==> config.mk <==
export PLATFORM = sky130hd
export DESIGN_NAME = ordered_retire_reorder_window_flat
export DESIGN_NICKNAME = d
export VERILOG_FILES = /design/src/sv/orw_pkg.sv /design/src/sv/orw_if.sv /design/src/sv/orw_ctrl.sv /design/src/sv/orw_dp.sv /design/src/sv/ordered_retire_reorder_window.sv /design/src/flat_wrapper.sv
export VERILOG_INCLUDE_DIRS = /design/src /design/src/sv
export SDC_FILE = /design/constraint.sdc
export NUM_CORES = 2
export LEC_CHECK = 0
export ABC_AREA = 1
export ABC_CLOCK_PERIOD_IN_PS = 5000
export BUFFER_PORTS_ARGS = -buffer_cell sky130_fd_sc_hd__buf_2
export CORE_MARGIN = 2
export CORE_UTILIZATION = 30
export DETAILED_ROUTE_END_ITERATION = 7
export GPL_ROUTABILITY_DRIVEN = 0
export MAX_ROUTING_LAYER = met4
export PLACE_DENSITY = 0.46
export SYNTH_ARGS = -nofsm -noshare
export SYNTH_HDL_FRONTEND = slang
export SYNTH_SLANG_ARGS = --single-unit
==> constraint.sdc <==
create_clock -name clk -period 5 [get_ports clk]
set_input_delay 0.25 -clock clk [delete_from_list [all_inputs] [get_ports clk]]
set_output_delay 0.25 -clock clk [all_outputs]
set_load 0.02 [all_outputs]
==> src/sv/ordered_retire_reorder_window_defines.svh <==
// Assertion macros for the in-order retire window.
// Used by the top level only; expects clk and rst_n in scope.
`ifndef ORDERED_RETIRE_REORDER_WINDOW_DEFINES_SVH
`define ORDERED_RETIRE_REORDER_WINDOW_DEFINES_SVH

// Same-cycle implication, masked during reset
`define ORW_ASSERT_NOW(label, ante, cons, msg) \
    label: assert property (@(posedge clk) disable iff (!rst_n) (ante) |-> (cons)) \
        else $error(msg);

// Next-cycle implication, masked during reset
`define ORW_ASSERT_NEXT(label, ante, cons, msg) \
    label: assert property (@(posedge clk) disable iff (!rst_n) (ante) |=> (cons)) \
        else $error(msg);

`endif

==> src/sv/orw_pkg.sv <==
// Shared types and constants of the in-order retire window.
// No dependencies; imported by every module of the block.
package orw_pkg;

    localparam int WINDOW_DEF   = 64;
    localparam int TAG_BITS_DEF = 32;

    localparam int HEIGHT_W = 31;
    localparam int STATUS_W = 3;
    localparam int COUNT_W  = 7;
    localparam int TAG_W    = 32;
    localparam int LIMIT_W  = 7;

    localparam logic [HEIGHT_W-1:0] HEIGHT_MAX = {HEIGHT_W{1'b1}};

    // Result status codes
    localparam logic [STATUS_W-1:0] ST_ACCEPTED  = 3'd0;
    localparam logic [STATUS_W-1:0] ST_QUEUED    = 3'd1;
    localparam logic [STATUS_W-1:0] ST_READY     = 3'd2;
    localparam logic [STATUS_W-1:0] ST_INVALID   = 3'd3;
    localparam logic [STATUS_W-1:0] ST_STALE     = 3'd4;
    localparam logic [STATUS_W-1:0] ST_DUPLICATE = 3'd5;
    localparam logic [STATUS_W-1:0] ST_TOO_FAR   = 3'd6;

    // Register index, taken from paddr[2]
    localparam logic REG_START_HEIGHT = 1'b0;
    localparam logic REG_MAX_AHEAD    = 1'b1;

    typedef struct packed {
        logic capture;      // latch the incoming item
        logic commit;       // apply the evaluated item (insert if allowed)
        logic single_load;  // load the single status result
        logic scan_start;   // arm the run scan at next height
        logic scan_step;    // test one slot of the run
        logic rd_issue;     // read the tag store
        logic emit;         // release one item to the output register
    } orw_cmd_t;

    typedef struct packed {
        logic run;          // insertion at next height: a run follows
        logic out_free;     // output register can take a result
        logic scan_done;    // run length is final after this step
        logic emit_last;    // item being released ends the run
    } orw_sts_t;

endpackage

==> src/sv/orw_if.sv <==
// Stream interfaces of the in-order retire window: item in, result out.
// Depends on orw_pkg for field widths.
interface orw_in_if;
    import orw_pkg::*;

    logic                valid;
    logic                ready;
    logic                mode;
    logic signed [31:0]  in_height;
    logic [TAG_W-1:0]    in_tag;

    modport source (output valid, output mode, output in_height, output in_tag, input ready);
    modport sink   (input valid, input mode, input in_height, input in_tag, output ready);
endinterface

interface orw_out_if;
    import orw_pkg::*;

    logic                valid;
    logic                ready;
    logic [STATUS_W-1:0] status;
    logic [COUNT_W-1:0]  rel_count;
    logic                has_item;
    logic [HEIGHT_W-1:0] out_height;
    logic [TAG_W-1:0]    out_tag;
    logic                last;

    modport source (output valid, output status, output rel_count, output has_item,
                    output out_height, output out_tag, output last, input ready);
    modport sink   (input valid, input status, input rel_count, input has_item,
                    input out_height, input out_tag, input last, output ready);
endinterface

==> src/sv/orw_ctrl.sv <==
// Sequencer of the in-order retire window: accept, evaluate, scan, release.
// Depends on orw_pkg for the command and status structs.
module orw_ctrl
    import orw_pkg::*;
(
    input  logic     clk,
    input  logic     rst_n,
    input  logic     in_valid,
    output logic     in_ready,
    output orw_cmd_t cmd,
    input  orw_sts_t sts
);

    localparam logic [2:0] S_IDLE  = 3'd0;
    localparam logic [2:0] S_EVAL  = 3'd1;
    localparam logic [2:0] S_SCAN  = 3'd2;
    localparam logic [2:0] S_PRIME = 3'd3;
    localparam logic [2:0] S_EMIT  = 3'd4;

    logic [2:0] state_reg;
    logic [2:0] state_next;

    assign in_ready = (state_reg == S_IDLE);

    always_comb
    begin
        cmd        = '0;
        state_next = state_reg;
        case (state_reg)
            S_IDLE:
            begin
                if (in_valid)
                begin
                    cmd.capture = 1'b1;
                    state_next  = S_EVAL;
                end
            end
            S_EVAL:
            begin
                if (sts.run)
                begin
                    cmd.commit     = 1'b1;
                    cmd.scan_start = 1'b1;
                    state_next     = S_SCAN;
                end
                else if (sts.out_free)
                begin
                    cmd.commit      = 1'b1;
                    cmd.single_load = 1'b1;
                    state_next      = S_IDLE;
                end
            end
            S_SCAN:
            begin
                cmd.scan_step = 1'b1;
                if (sts.scan_done)
                begin
                    state_next = S_PRIME;
                end
            end
            S_PRIME:
            begin
                // fetch the first tag of the run
                cmd.rd_issue = 1'b1;
                state_next   = S_EMIT;
            end
            S_EMIT:
            begin
                if (sts.out_free)
                begin
                    cmd.emit     = 1'b1;
                    cmd.rd_issue = 1'b1;
                    if (sts.emit_last)
                    begin
                        state_next = S_IDLE;
                    end
                end
            end
            default:
            begin
                state_next = S_IDLE;
            end
        endcase
    end

    always_ff @(posedge clk or negedge rst_n)
    begin
        if (!rst_n)
        begin
            state_reg <= S_IDLE;
        end
        else
        begin
            state_reg <= state_next;
        end
    end

endmodule

==> src/sv/orw_dp.sv <==
// Datapath of the in-order retire window: item evaluation, slot valid bits,
// tag store, run scan and the output register. Depends on orw_pkg.
module orw_dp
    import orw_pkg::*;
#(
    parameter int WINDOW   = WINDOW_DEF,
    parameter int TAG_BITS = TAG_BITS_DEF
)
(
    input  logic                clk,
    input  logic                rst_n,
    input  orw_cmd_t            cmd,
    output orw_sts_t            sts,
    input  logic                in_mode,
    input  logic [31:0]         in_height,
    input  logic [TAG_W-1:0]    in_tag,
    input  logic                start_wr,
    input  logic [HEIGHT_W-1:0] start_value,
    input  logic [LIMIT_W-1:0]  max_ahead,
    input  logic                out_ready,
    output logic                out_valid,
    output logic [STATUS_W-1:0] status,
    output logic [COUNT_W-1:0]  rel_count,
    output logic                has_item,
    output logic [HEIGHT_W-1:0] out_height,
    output logic [TAG_W-1:0]    out_tag,
    output logic                last
);

    localparam int SLOT_W = $clog2(WINDOW);
    localparam int CNT_W  = $clog2(WINDOW + 1);
    localparam int STORE_W = (TAG_BITS < TAG_W) ? TAG_BITS : TAG_W;

    // Captured item
    logic                mode_reg;
    logic [31:0]         height_reg;
    logic [STORE_W-1:0]  tag_reg;

    // Window state; slots map to heights relative to next_slot_reg
    logic [HEIGHT_W-1:0] next_height_reg;
    logic [SLOT_W-1:0]   next_slot_reg;
    logic [WINDOW-1:0]   slot_valid_reg;
    logic [STORE_W-1:0]  tag_mem [WINDOW];
    logic [STORE_W-1:0]  rd_data_reg;

    // Run scan and release
    logic [SLOT_W-1:0]   scan_slot_reg;
    logic [HEIGHT_W-1:0] scan_height_reg;
    logic [CNT_W-1:0]    scan_cnt_reg;
    logic [CNT_W-1:0]    emit_cnt_reg;

    // Output register
    logic                out_valid_reg;
    logic [STATUS_W-1:0] status_reg;
    logic [COUNT_W-1:0]  rel_count_reg;
    logic                has_item_reg;
    logic [HEIGHT_W-1:0] out_height_reg;
    logic [TAG_W-1:0]    out_tag_reg;
    logic                last_reg;

    logic                negative;
    logic                stale;
    logic [HEIGHT_W-1:0] offset;
    logic [CNT_W-1:0]    limit;
    logic                beyond_limit;
    logic                beyond_window;
    logic [SLOT_W:0]     slot_sum;
    logic [SLOT_W-1:0]   ins_slot;
    logic                duplicate;
    logic                insert_ok;
    logic [STATUS_W-1:0] eval_status;
    logic                scan_hit;
    logic [SLOT_W-1:0]   next_slot_next;
    logic [SLOT_W-1:0]   rd_addr;

    function automatic logic [SLOT_W-1:0] slot_inc(input logic [SLOT_W-1:0] s);
        logic [SLOT_W-1:0] r;
        if (s == SLOT_W'(WINDOW - 1))
        begin
            r = '0;
        end
        else
        begin
            r = s + 1'b1;
        end
        return r;
    endfunction

    // Evaluate the captured item against the window
    always_comb
    begin
        negative      = height_reg[31];
        stale         = height_reg[HEIGHT_W-1:0] < next_height_reg;
        offset        = height_reg[HEIGHT_W-1:0] - next_height_reg;
        if ((max_ahead == '0) || (32'(max_ahead) > 32'(WINDOW)))
        begin
            limit = CNT_W'(WINDOW);
        end
        else
        begin
            limit = CNT_W'(max_ahead);
        end
        beyond_limit  = offset >= HEIGHT_W'(limit);
        beyond_window = offset >= HEIGHT_W'(WINDOW);
        slot_sum      = {1'b0, next_slot_reg} + (SLOT_W + 1)'(offset[SLOT_W-1:0]);
        if (slot_sum >= (SLOT_W + 1)'(WINDOW))
        begin
            ins_slot = SLOT_W'(slot_sum - (SLOT_W + 1)'(WINDOW));
        end
        else
        begin
            ins_slot = slot_sum[SLOT_W-1:0];
        end
        duplicate = slot_valid_reg[ins_slot];
        insert_ok = 1'b0;
        if (negative)
        begin
            eval_status = ST_INVALID;
        end
        else if (stale)
        begin
            eval_status = ST_STALE;
        end
        else if (!mode_reg)
        begin
            eval_status = beyond_limit ? ST_TOO_FAR : ST_ACCEPTED;
        end
        else if (beyond_window)
        begin
            eval_status = ST_TOO_FAR;
        end
        else if (duplicate)
        begin
            eval_status = ST_DUPLICATE;
        end
        else
        begin
            eval_status = ST_QUEUED;
            insert_ok   = 1'b1;
        end
    end

    assign scan_hit       = slot_valid_reg[scan_slot_reg];
    assign next_slot_next = slot_inc(next_slot_reg);
    assign rd_addr        = cmd.emit ? next_slot_next : next_slot_reg;

    always_comb
    begin
        sts.run       = insert_ok && (offset == '0);
        sts.out_free  = !out_valid_reg || out_ready;
        sts.scan_done = !scan_hit || (scan_height_reg == HEIGHT_MAX)
                        || (scan_cnt_reg == CNT_W'(WINDOW - 1));
        sts.emit_last = (emit_cnt_reg == scan_cnt_reg - 1'b1);
    end

    always_ff @(posedge clk)
    begin
        if (cmd.capture)
        begin
            mode_reg   <= in_mode;
            height_reg <= in_height;
            tag_reg    <= in_tag[STORE_W-1:0];
        end
    end

    // Tag store: one write port, one registered read port
    always_ff @(posedge clk)
    begin
        if (cmd.commit && insert_ok)
        begin
            tag_mem[ins_slot] <= tag_reg;
        end
        if (cmd.rd_issue)
        begin
            rd_data_reg <= tag_mem[rd_addr];
        end
    end

    always_ff @(posedge clk or negedge rst_n)
    begin
        if (!rst_n)
        begin
            next_height_reg <= '0;
            next_slot_reg   <= '0;
            slot_valid_reg  <= '0;
            scan_slot_reg   <= '0;
            scan_height_reg <= '0;
            scan_cnt_reg    <= '0;
            emit_cnt_reg    <= '0;
        end
        else if (start_wr)
        begin
            // reload the window: every slot drops
            next_height_reg <= start_value;
            next_slot_reg   <= '0;
            slot_valid_reg  <= '0;
        end
        else
        begin
            if (cmd.commit && insert_ok)
            begin
                slot_valid_reg[ins_slot] <= 1'b1;
            end
            if (cmd.scan_start)
            begin
                scan_slot_reg   <= next_slot_reg;
                scan_height_reg <= next_height_reg;
                scan_cnt_reg    <= '0;
                emit_cnt_reg    <= '0;
            end
            else if (cmd.scan_step && scan_hit)
            begin
                scan_slot_reg   <= slot_inc(scan_slot_reg);
                scan_height_reg <= scan_height_reg + 1'b1;
                scan_cnt_reg    <= scan_cnt_reg + 1'b1;
            end
            if (cmd.emit)
            begin
                slot_valid_reg[next_slot_reg] <= 1'b0;
                emit_cnt_reg                  <= emit_cnt_reg + 1'b1;
                // hold at the top height
                if (next_height_reg != HEIGHT_MAX)
                begin
                    next_height_reg <= next_height_reg + 1'b1;
                    next_slot_reg   <= next_slot_next;
                end
            end
        end
    end

    always_ff @(posedge clk or negedge rst_n)
    begin
        if (!rst_n)
        begin
            out_valid_reg <= 1'b0;
        end
        else if (cmd.single_load || cmd.emit)
        begin
            out_valid_reg <= 1'b1;
        end
        else if (out_ready)
        begin
            out_valid_reg <= 1'b0;
        end
    end

    always_ff @(posedge clk)
    begin
        if (cmd.single_load)
        begin
            status_reg     <= eval_status;
            rel_count_reg  <= '0;
            has_item_reg   <= 1'b0;
            out_height_reg <= '0;
            out_tag_reg    <= '0;
            last_reg       <= 1'b1;
        end
        else if (cmd.emit)
        begin
            status_reg     <= ST_READY;
            rel_count_reg  <= COUNT_W'(scan_cnt_reg);
            has_item_reg   <= 1'b1;
            out_height_reg <= next_height_reg;
            out_tag_reg    <= TAG_W'(rd_data_reg);
            last_reg       <= sts.emit_last;
        end
    end

    assign out_valid  = out_valid_reg;
    assign status     = status_reg;
    assign rel_count  = rel_count_reg;
    assign has_item   = has_item_reg;
    assign out_height = out_height_reg;
    assign out_tag    = out_tag_reg;
    assign last       = last_reg;

endmodule

==> src/sv/ordered_retire_reorder_window.sv <==
// Top level of the in-order retire window: APB registers, sequencer, datapath.
// Depends on orw_pkg, orw_if, orw_ctrl, orw_dp and the assertion macro header.
//
// Items are taken one at a time. An item that releases nothing (an admission
// check, a rejection or a parked insertion) is captured and evaluated, and its
// result is loaded once the output register is free. An insertion at the next
// expected height that releases a run of items first finds the run length by
// testing one slot valid bit per cycle, then the tags leave at one per cycle
// through the single read port of the tag store, so that every result of the
// run carries its release count. A stalled result side holds the release. Slot
// valid bits are flip-flops cleared at reset and on a start_height write, so
// there is no clearing pass. Register 0 (start_height) is at byte 0 and
// register 1 (max_ahead) at byte 4; paddr[1:0] are ignored.
`include "ordered_retire_reorder_window_defines.svh"

module ordered_retire_reorder_window
    import orw_pkg::*;
#(
    parameter int WINDOW   = WINDOW_DEF,
    parameter int TAG_BITS = TAG_BITS_DEF
)
(
    input  logic        clk,
    input  logic        rst_n,
    orw_in_if.sink      req,
    orw_out_if.source   rsp,
    input  logic        psel,
    input  logic        penable,
    input  logic        pwrite,
    input  logic [2:0]  paddr,
    input  logic [31:0] pwdata,
    output logic [31:0] prdata,
    output logic        pready
);

    logic [HEIGHT_W-1:0] start_height_reg;
    logic [LIMIT_W-1:0]  max_ahead_reg;
    logic                cfg_wr;
    logic                start_wr;
    orw_cmd_t            cmd;
    orw_sts_t            sts;

    assign pready   = 1'b1;
    assign cfg_wr   = psel && penable && pwrite && pready;
    assign start_wr = cfg_wr && (paddr[2] == REG_START_HEIGHT);

    always_ff @(posedge clk or negedge rst_n)
    begin
        if (!rst_n)
        begin
            start_height_reg <= '0;
            max_ahead_reg    <= '0;
        end
        else if (cfg_wr)
        begin
            case (paddr[2])
                REG_START_HEIGHT: start_height_reg <= pwdata[HEIGHT_W-1:0];
                REG_MAX_AHEAD:    max_ahead_reg    <= pwdata[LIMIT_W-1:0];
                default:          max_ahead_reg    <= max_ahead_reg;
            endcase
        end
    end

    always_comb
    begin
        case (paddr[2])
            REG_START_HEIGHT: prdata = 32'(start_height_reg);
            REG_MAX_AHEAD:    prdata = 32'(max_ahead_reg);
            default:          prdata = '0;
        endcase
    end

    orw_ctrl u_ctrl (
        .clk      (clk),
        .rst_n    (rst_n),
        .in_valid (req.valid),
        .in_ready (req.ready),
        .cmd      (cmd),
        .sts      (sts)
    );

    orw_dp #(
        .WINDOW   (WINDOW),
        .TAG_BITS (TAG_BITS)
    ) u_dp (
        .clk         (clk),
        .rst_n       (rst_n),
        .cmd         (cmd),
        .sts         (sts),
        .in_mode     (req.mode),
        .in_height   (req.in_height),
        .in_tag      (req.in_tag),
        .start_wr    (start_wr),
        .start_value (pwdata[HEIGHT_W-1:0]),
        .max_ahead   (max_ahead_reg),
        .out_ready   (rsp.ready),
        .out_valid   (rsp.valid),
        .status      (rsp.status),
        .rel_count   (rsp.rel_count),
        .has_item    (rsp.has_item),
        .out_height  (rsp.out_height),
        .out_tag     (rsp.out_tag),
        .last        (rsp.last)
    );

    // One item in flight: no transaction right after an accepted one
    `ORW_ASSERT_NEXT(a_one_item, req.valid && req.ready, !req.ready, "item taken while busy")
    // Only released items carry the ready status
    `ORW_ASSERT_NOW(a_item_status, rsp.valid, rsp.has_item == (rsp.status == ST_READY), "has_item and status disagree")
    // When waiting for an item, a pending result must be the final one
    `ORW_ASSERT_NOW(a_idle_last, req.ready && rsp.valid, rsp.last, "idle with a run unfinished")

endmodule

==> src/flat_wrapper.sv <==
// flat-port wrapper written by rule: the top's interface ports become plain ports
module ordered_retire_reorder_window_flat import orw_pkg::*;
#(
    parameter int WINDOW   = WINDOW_DEF,
    parameter int TAG_BITS = TAG_BITS_DEF
)
  (clk, rst_n, psel, penable, pwrite, paddr, pwdata, prdata, pready, req_valid, req_mode, req_in_height, req_in_tag, req_ready, rsp_valid, rsp_status, rsp_rel_count, rsp_has_item, rsp_out_height, rsp_out_tag, rsp_last, rsp_ready);
  orw_in_if req_i ();
  orw_out_if rsp_i ();
  input  logic clk;
  input  logic rst_n;
  input  logic psel;
  input  logic penable;
  input  logic pwrite;
  input  logic [2:0] paddr;
  input  logic [31:0] pwdata;
  output logic [31:0] prdata;
  output logic pready;
  input wire logic [$bits(req_i.valid)-1:0] req_valid;
  input wire logic [$bits(req_i.mode)-1:0] req_mode;
  input wire logic [$bits(req_i.in_height)-1:0] req_in_height;
  input wire logic [$bits(req_i.in_tag)-1:0] req_in_tag;
  output wire logic [$bits(req_i.ready)-1:0] req_ready;
  output wire logic [$bits(rsp_i.valid)-1:0] rsp_valid;
  output wire logic [$bits(rsp_i.status)-1:0] rsp_status;
  output wire logic [$bits(rsp_i.rel_count)-1:0] rsp_rel_count;
  output wire logic [$bits(rsp_i.has_item)-1:0] rsp_has_item;
  output wire logic [$bits(rsp_i.out_height)-1:0] rsp_out_height;
  output wire logic [$bits(rsp_i.out_tag)-1:0] rsp_out_tag;
  output wire logic [$bits(rsp_i.last)-1:0] rsp_last;
  input wire logic [$bits(rsp_i.ready)-1:0] rsp_ready;
  assign req_i.valid = req_valid;
  assign req_i.mode = req_mode;
  assign req_i.in_height = req_in_height;
  assign req_i.in_tag = req_in_tag;
  assign req_ready = req_i.ready;
  assign rsp_valid = rsp_i.valid;
  assign rsp_status = rsp_i.status;
  assign rsp_rel_count = rsp_i.rel_count;
  assign rsp_has_item = rsp_i.has_item;
  assign rsp_out_height = rsp_i.out_height;
  assign rsp_out_tag = rsp_i.out_tag;
  assign rsp_last = rsp_i.last;
  assign rsp_i.ready = rsp_ready;
  ordered_retire_reorder_window #(.WINDOW(WINDOW), .TAG_BITS(TAG_BITS)) u_core (.clk(clk), .rst_n(rst_n), .req(req_i), .rsp(rsp_i), .psel(psel), .penable(penable), .pwrite(pwrite), .paddr(paddr), .pwdata(pwdata), .prdata(prdata), .pready(pready));
endmodule
# After elaboration in Yosys (flattened, before gate mapping)
# Memory sizes are Yosys's and may differ from the RTL's. A register that Yosys moved wholly into a read port is not among the register bits.
# Cells that the tools add are included.
# word_totals
ff_bits	334
ram_bits	2048
output_inout_bits	110
word_cells	157
mem_count	1
# op_classes
addsub	10
n_lt_le_gt_ge	10
eq_ne	15
mux	66
bitwise_logic	5
n_reduce_logical	30
# memory_table
memory	depth	width	read_ports	rd_ports_with_merged_regs	write_ports	line_no	rtl
u_core.u_dp.tag_mem	64	32	1	1	1	orw_dp.sv:43	logic [STORE_W-1:0] tag_mem [WINDOW];
# ops
cell	count
$mux W64	4
$mux W31	5
$and A64 B64 Y64	1
$not A64 Y64	1
$or A64 B64 Y64	1
$pmux W32 S2	1
$add A31 B1 Y31 const B	2
$mux W6	9
$mux W3	15
$mux W7	5
$eq A31 B31 Y1 const B	1
$ge A31 B7 Y1	1
$ge A31 B7 Y1 const B	1
$logic_not A31 Y1	1
$lt A31 B31 Y1	1
$ne A31 B31 Y1 const B	1
$sub A31 B31 Y31	1
$lt A6 B7 Y1 const B	3
$mux W1	20
$pmux W3 S5	1
$add A7 B1 Y7 const B	2
$add A6 B1 Y6 const B	2
$bmux W1 S6	2
$demux W1 S6	2
other kinds (26)	53

# Depth between registers and ports, before layout
# depth
word_depth	20
ltp_mapped	28
depth_no_buf	26

# Cells and area by module
# Synthesis repeated with hierarchy kept, for this count alone.
# unflattened
hier_cells	8600
hier_area_um2	100999.4
# by_module_without_submodules
mod	n_inst	cells_each	area_each_um2
orw_dp	1	8316	98953.7
ordered_retire_reorder_window	1	247	1826.8
orw_ctrl	1	37	219.0

# Worst setup path before layout
# Ideal clock, no wire load.
# synth_path
path_kind	register -> register
start	reg u_core.u_ctrl.state_reg[0]
end	reg u_core.u_dp.height_reg[0], enable pin
t_arrival_ns	4.959
required_time_ns	4.432
path_slack_ns	-0.527
path_stages_with_launch	4
n_path_buf	0
period_less_slack_ns	5.527
path_cell_list	dfrtp_1 nor2_1 inv_1 nor3_1
# synth_rtl
item	line_no	rtl
from (decl)	orw_ctrl.sv:20	logic [2:0] state_reg;
from (signal assigned)	orw_ctrl.sv:94	state_reg <= state_next;
to (signal assigned)	orw_dp.sv:161	height_reg <= in_height;
to (decl)	orw_dp.sv:36	logic [31:0] height_reg;

# Worst setup path in the final report
# layout_path
start	reg u_core.u_dp.next_height_reg[0]
end	mem u_core.u_dp.tag_mem[40][21] (netlist bit), enable pin
# layout_between
elab_chain_len	17
elab_cells_between_ends	21
cone_classes	3 x add/sub; 3 x order compare; 12 x mux; 3 x reduce/logical
# layout_lines
item	line_no	rtl
from (decl)	orw_dp.sv:40	logic [HEIGHT_W-1:0] next_height_reg;
from (signal assigned)	orw_dp.sv:194	next_height_reg <= start_value;
from (signal assigned)	orw_dp.sv:224	next_height_reg <= next_height_reg + 1'b1;
$sub A31 B31 Y31	orw_dp.sv:94	offset = height_reg[HEIGHT_W-1:0] - next_height_reg;
$add A6 B6 Y7	orw_dp.sv:105	slot_sum = {1'b0, next_slot_reg} + (SLOT_W + 1)'(offset[SLOT_W-1:0]);
$sub A6 B1 Y6 / $ge A7 B7 Y1 (equally long branches)	orw_dp.sv:108, orw_dp.sv:106	
$mux W6	orw_dp.sv:106	if (slot_sum >= (SLOT_W + 1)'(WINDOW))
$bmux W1 S6	orw_dp.sv:114	duplicate = slot_valid_reg[ins_slot];
$mux W1 (implied by the code)	orw_dp.sv:114	
$mux W1	orw_dp.sv:132	else if (duplicate)
$mux W1	orw_dp.sv:128	else if (beyond_window)
$mux W1	orw_dp.sv:124	else if (!mode_reg)
$mux W1	orw_dp.sv:120	else if (stale)
$mux W1	orw_dp.sv:116	if (negative)
$logic_and A1 B1 Y1	orw_dp.sv:149	sts.run = insert_ok && (offset == '0);
$mux W1	orw_ctrl.sv:40	if (sts.run)
$mux W3	orw_ctrl.sv:29	case (state_reg)
$logic_and A1 B1 Y1	orw_dp.sv:169	if (cmd.commit && insert_ok)
$mux W1	orw_dp.sv:169	
$mux W1 (implied by the code)	orw_dp.sv:171	tag_mem[ins_slot] <= tag_reg;
to (decl)	orw_dp.sv:43	
# Several ways; a longest one is shown, not always the timed one. The select of a mux whose other input is x is not followed.

==> flow_summary.yaml <==
floorplanning:
  core_area_sq_um: 337000
  dieArea_sq_um: 343000
  die_w_microns: 586
  pin_count: 217
  start_util_pct: 30.2
  row_count: 213
  die_y_microns: 586
run:
  max_cap_violations: 0
status:
  status: "finished clean"
sta:
  rsz0062_at_grt: "false"
  timing.final.crit_share_pct: 95.9
  fin_tns_setup_ns: 0
  relSlewSlack_pct: 15.7
  fin_crit_ns: 4.80
  worst_pin_slew_ns: 1.26
  drv_slew: 0
  finalClockSkew_ns: 0.0774
  max_freq_ghz: 0.209
  hold_viol: 0
  timing.hold.ws_ns: 0.0596
  finalSetupViolCount: 0
global_route:
  grtUsageTotal_pct: 20.7
  grt_pass1_vias: 70262
  grt_start_max_net_pins: 155
  antenna_found_initial: 20
  gr-total-overflow: 0
  grt_pass1_wl_mm: 505
clock_network:
  path_clk_slew_ns: 0.06
  cts_tree: "built"
  clk_path_buf_depth: 4
  clock_sinks: 2414
  postCtsSetupRepairBufs: 0
  clk_latency_ns: 0.92
  root_buffer: "clkbuf_16"
  h-tree-depth: 5
  cts_made_buffers: 281
placed_design:
  hpwl_mm: 223
  numPortBuffers: 211
yosys:
  ys.flop_type: "edfxtp_1"
  ys_ff_latch: 2414
  synth_cell_type_count: 57
  syn_area_sq_um: 101000
  seq_area_frac_synth_pct: 69.8
  netlist.area_leader.share_pct: 63.6
  synth_nets: 9086
  synth_area_leaders: "edfxtp_1, o21ai_0, nor2_1"
  synth-edff-count: 2148
  synth_area_leader_cell: "edfxtp_1"
  yosysWarningCount: 0
  syn_avg_cell_area_sq_um: 11.4
  synthArstFlopShare_pct: 8.04
  synthCells: 8927
power_and_ir_drop:
  p_leak_nw: 42.5
  p_per_area_nw_per_um2: 457
  ir_drop_mv: 0.541
critical_path:
  arrival_ns: 5.38
  critPathLaunchType: "register"
  cp_top_family: "simple AND/OR/NAND/NOR gates"
  critPathBufInv: 6
  crit_fanout: 17
  end_kind: "register"
  path_class: "register to register"
  worst_path_largest_cell_delay_ns: 0.42
  crit_path_top_delay_cell: "fa_1"
  worstPathRequired_ns: 5.58
  crit_path_cell_trace: "ha_1, fa_1, xnor2_1, ha_1, xnor2_1, buf_4, a21oi_1, o21ai_0, nand2_1, nand2_1, nand2_1, nand2_1, nand2_1, inv_2, nand3_2, nor2_4, o211ai_4, inv_2, buf_12, nand3_2, buf_4, nor2_4, buf_12"
  crit_top_cell: "nand2_1"
finish:
  area_growth_pct: 20.1
  multiInputGateArea_sq_um: 27200
  drive_gt1_share_pct: 12.7
  regArea_sq_um: 70800
  final_core_util_pct: 36.2
  nNetsFinal: 9582
  largest_reg_flops: 2048
  fillers: 32812
drt:
  avgRoutedWirePerCell_microns: 25.1
  routed_wl_mm: 355
  firstDrtPassIters: 6
  vias: 73333
  vias_per_cell: 5.18
  postRouteAntennaNets: 0
  drt_iter0_markers: 8015
  post-route-drc-count: 0
hold_path:
  holdCritPathClass: "primary input to register"
## through the flow
stage / setup slack [ns] / power [mW] / instance area [sq um] / instances
finish: 0.204 / 55.7 / 122000 / 14165
global route: 0.00192 / 57.7 / 122000 / 14163
CTS: 0.149 / 56.0 / 122000 / 14160
detailed placement: 0.220 / 35.4 / 112000 / 13539
global placement: 0.160 / 35.4 / 112000 / 13539
floorplan: -0.137 / 29.2 / 101000 / 8927
## cell type report
type                            count  share of cell area, %
Multi-Input combinational cell   5490                   22.3
Clock buffer                      353                   6.21
Sequential cell                  2414                   58.1
Clock inverter                    152                   1.23
Tap cell                         4515                   4.63
Antenna cell                        5                 0.0103
Timing Repair Buffer              794                   6.12
Inverter                          442                   1.39
## cell usage after synthesis, types with 31 or more instances
master    instances
nor3_1           36
o221ai_1        117
edfxtp_1       2148
nand3_1         358
o21ai_1          37
dfrtp_1         194
dfxtp_1          72
nor2_1         1586
o21ai_0        1492
buf_2            91
a21oi_1         111
inv_1           409
o22ai_1         483
ha_1             50
nand4_1          31
xor2_1           53
clkbuf_1        450
nand2_1         925
## report_power, final
group	leakage (nW)	switching, mW	total, mW	internal [mW]
clock network	4.43	8.49	20.5	12.0
registers	22.4	0.317	23.3	23.0
logic	15.6	9.07	11.9	2.86
## repair_timing
action                                 CTS  global route
setup endpoints to repair                0          1902
gates resized for setup                  0             4
endpoints found under the hold margin  249             0
hold buffers                           116             0
## layout by cell type (no fill, tap or decap), drive strengths merged, types with 2 or more instances in the layout
cell         instances
fa                   2
nor3b                3
or2                  2
and2                 2
o211ai              31
o22ai              483
mux2                 5
edfxtp            2148
conb                 2
nand4               32
nor4                 8
o21bai              22
bufinv              23
diode                5
nand2              935
o32ai               12
xor2                53
o311ai              20
clkinv             111
clkbuf             354
a31oi               22
dfrtp              194
nor2              1597
ha                  50
nor3                39
a21oi              112
o21ai             1530
clkinvlp            10
nand3              368
inv                450
o221ai             117
o31ai                6
nand3b               8
xnor2               22
buf                678
dlygate4sd3        115
dfxtp               72
## logic make-up (layout without fill, tap and decap cells)
family | Yosys count | after routing | share of synthesized area (%)
AOI/OAI and AO/OA | 2360 | 2360 | 13.0
buffers and inverters | 1023 | 1741 | 4.00
other | 2 | 7 | 0.00740
adders and majority gates | 52 | 52 | 0.656
and+or+nand+nor | 2996 | 2996 | 11.9
DFF | 2414 | 2414 | 69.8
xor gates and xnor gates | 75 | 75 | 0.647
muxes | 5 | 5 | 0.0555
## path summary, 6_finish.rpt
path / startpoint / to / slack (ns) / cells past startpoint
worst min-delay path: req_in_tag[13] / u_core.u_dp.tag_reg[13] / 0.06 / 2
worst max register to register: u_core.u_dp.next_height_reg[0] / u_core.u_dp.tag_mem[40][21] / 0.20 / 23
max in group asynchronous: rst_n / u_core.u_dp.slot_valid_reg[33] / 3.37 / 4
min in group asynchronous: rst_n / u_core.start_height_reg[12] / 0.49 / 3
worst min register to register: u_core.u_dp.out_tag[16] / u_core.u_dp.out_tag[16] / 0.46 / 2
worst max-delay path: u_core.u_dp.next_height_reg[0] / u_core.u_dp.tag_mem[40][21] / 0.20 / 23
## worst reg2reg max path, delay by kind of cell, from the launching register on
| kind | cells | cell delay [ns] |
|---|---|---|
| AND/OR/NAND/NOR | 9 | 1.07 |
| flip-flops | 1 | 0.39 |
| XOR/XNOR | 2 | 0.57 |
| adder cells (fa/ha/maj) | 3 | 0.95 |
| AO/OA/AOI/OAI | 3 | 0.40 |
| buffers and inverters | 6 | 1.07 |
## layer usage
metal / wire length [microns] / vias up / GRT usage (%) / part of all wire (%)
li1: - / 33122 / - / -
met2: 166000 / 2657 / 32.7 / 47
met4: 11800 / 0 / 6.43 / 3.3
met1: 153000 / 37044 / 27.2 / 43
met5: 0 / - / - / 0
met3: 24100 / 510 / 3.39 / 6.8
(Power assumes the default switching activity.)
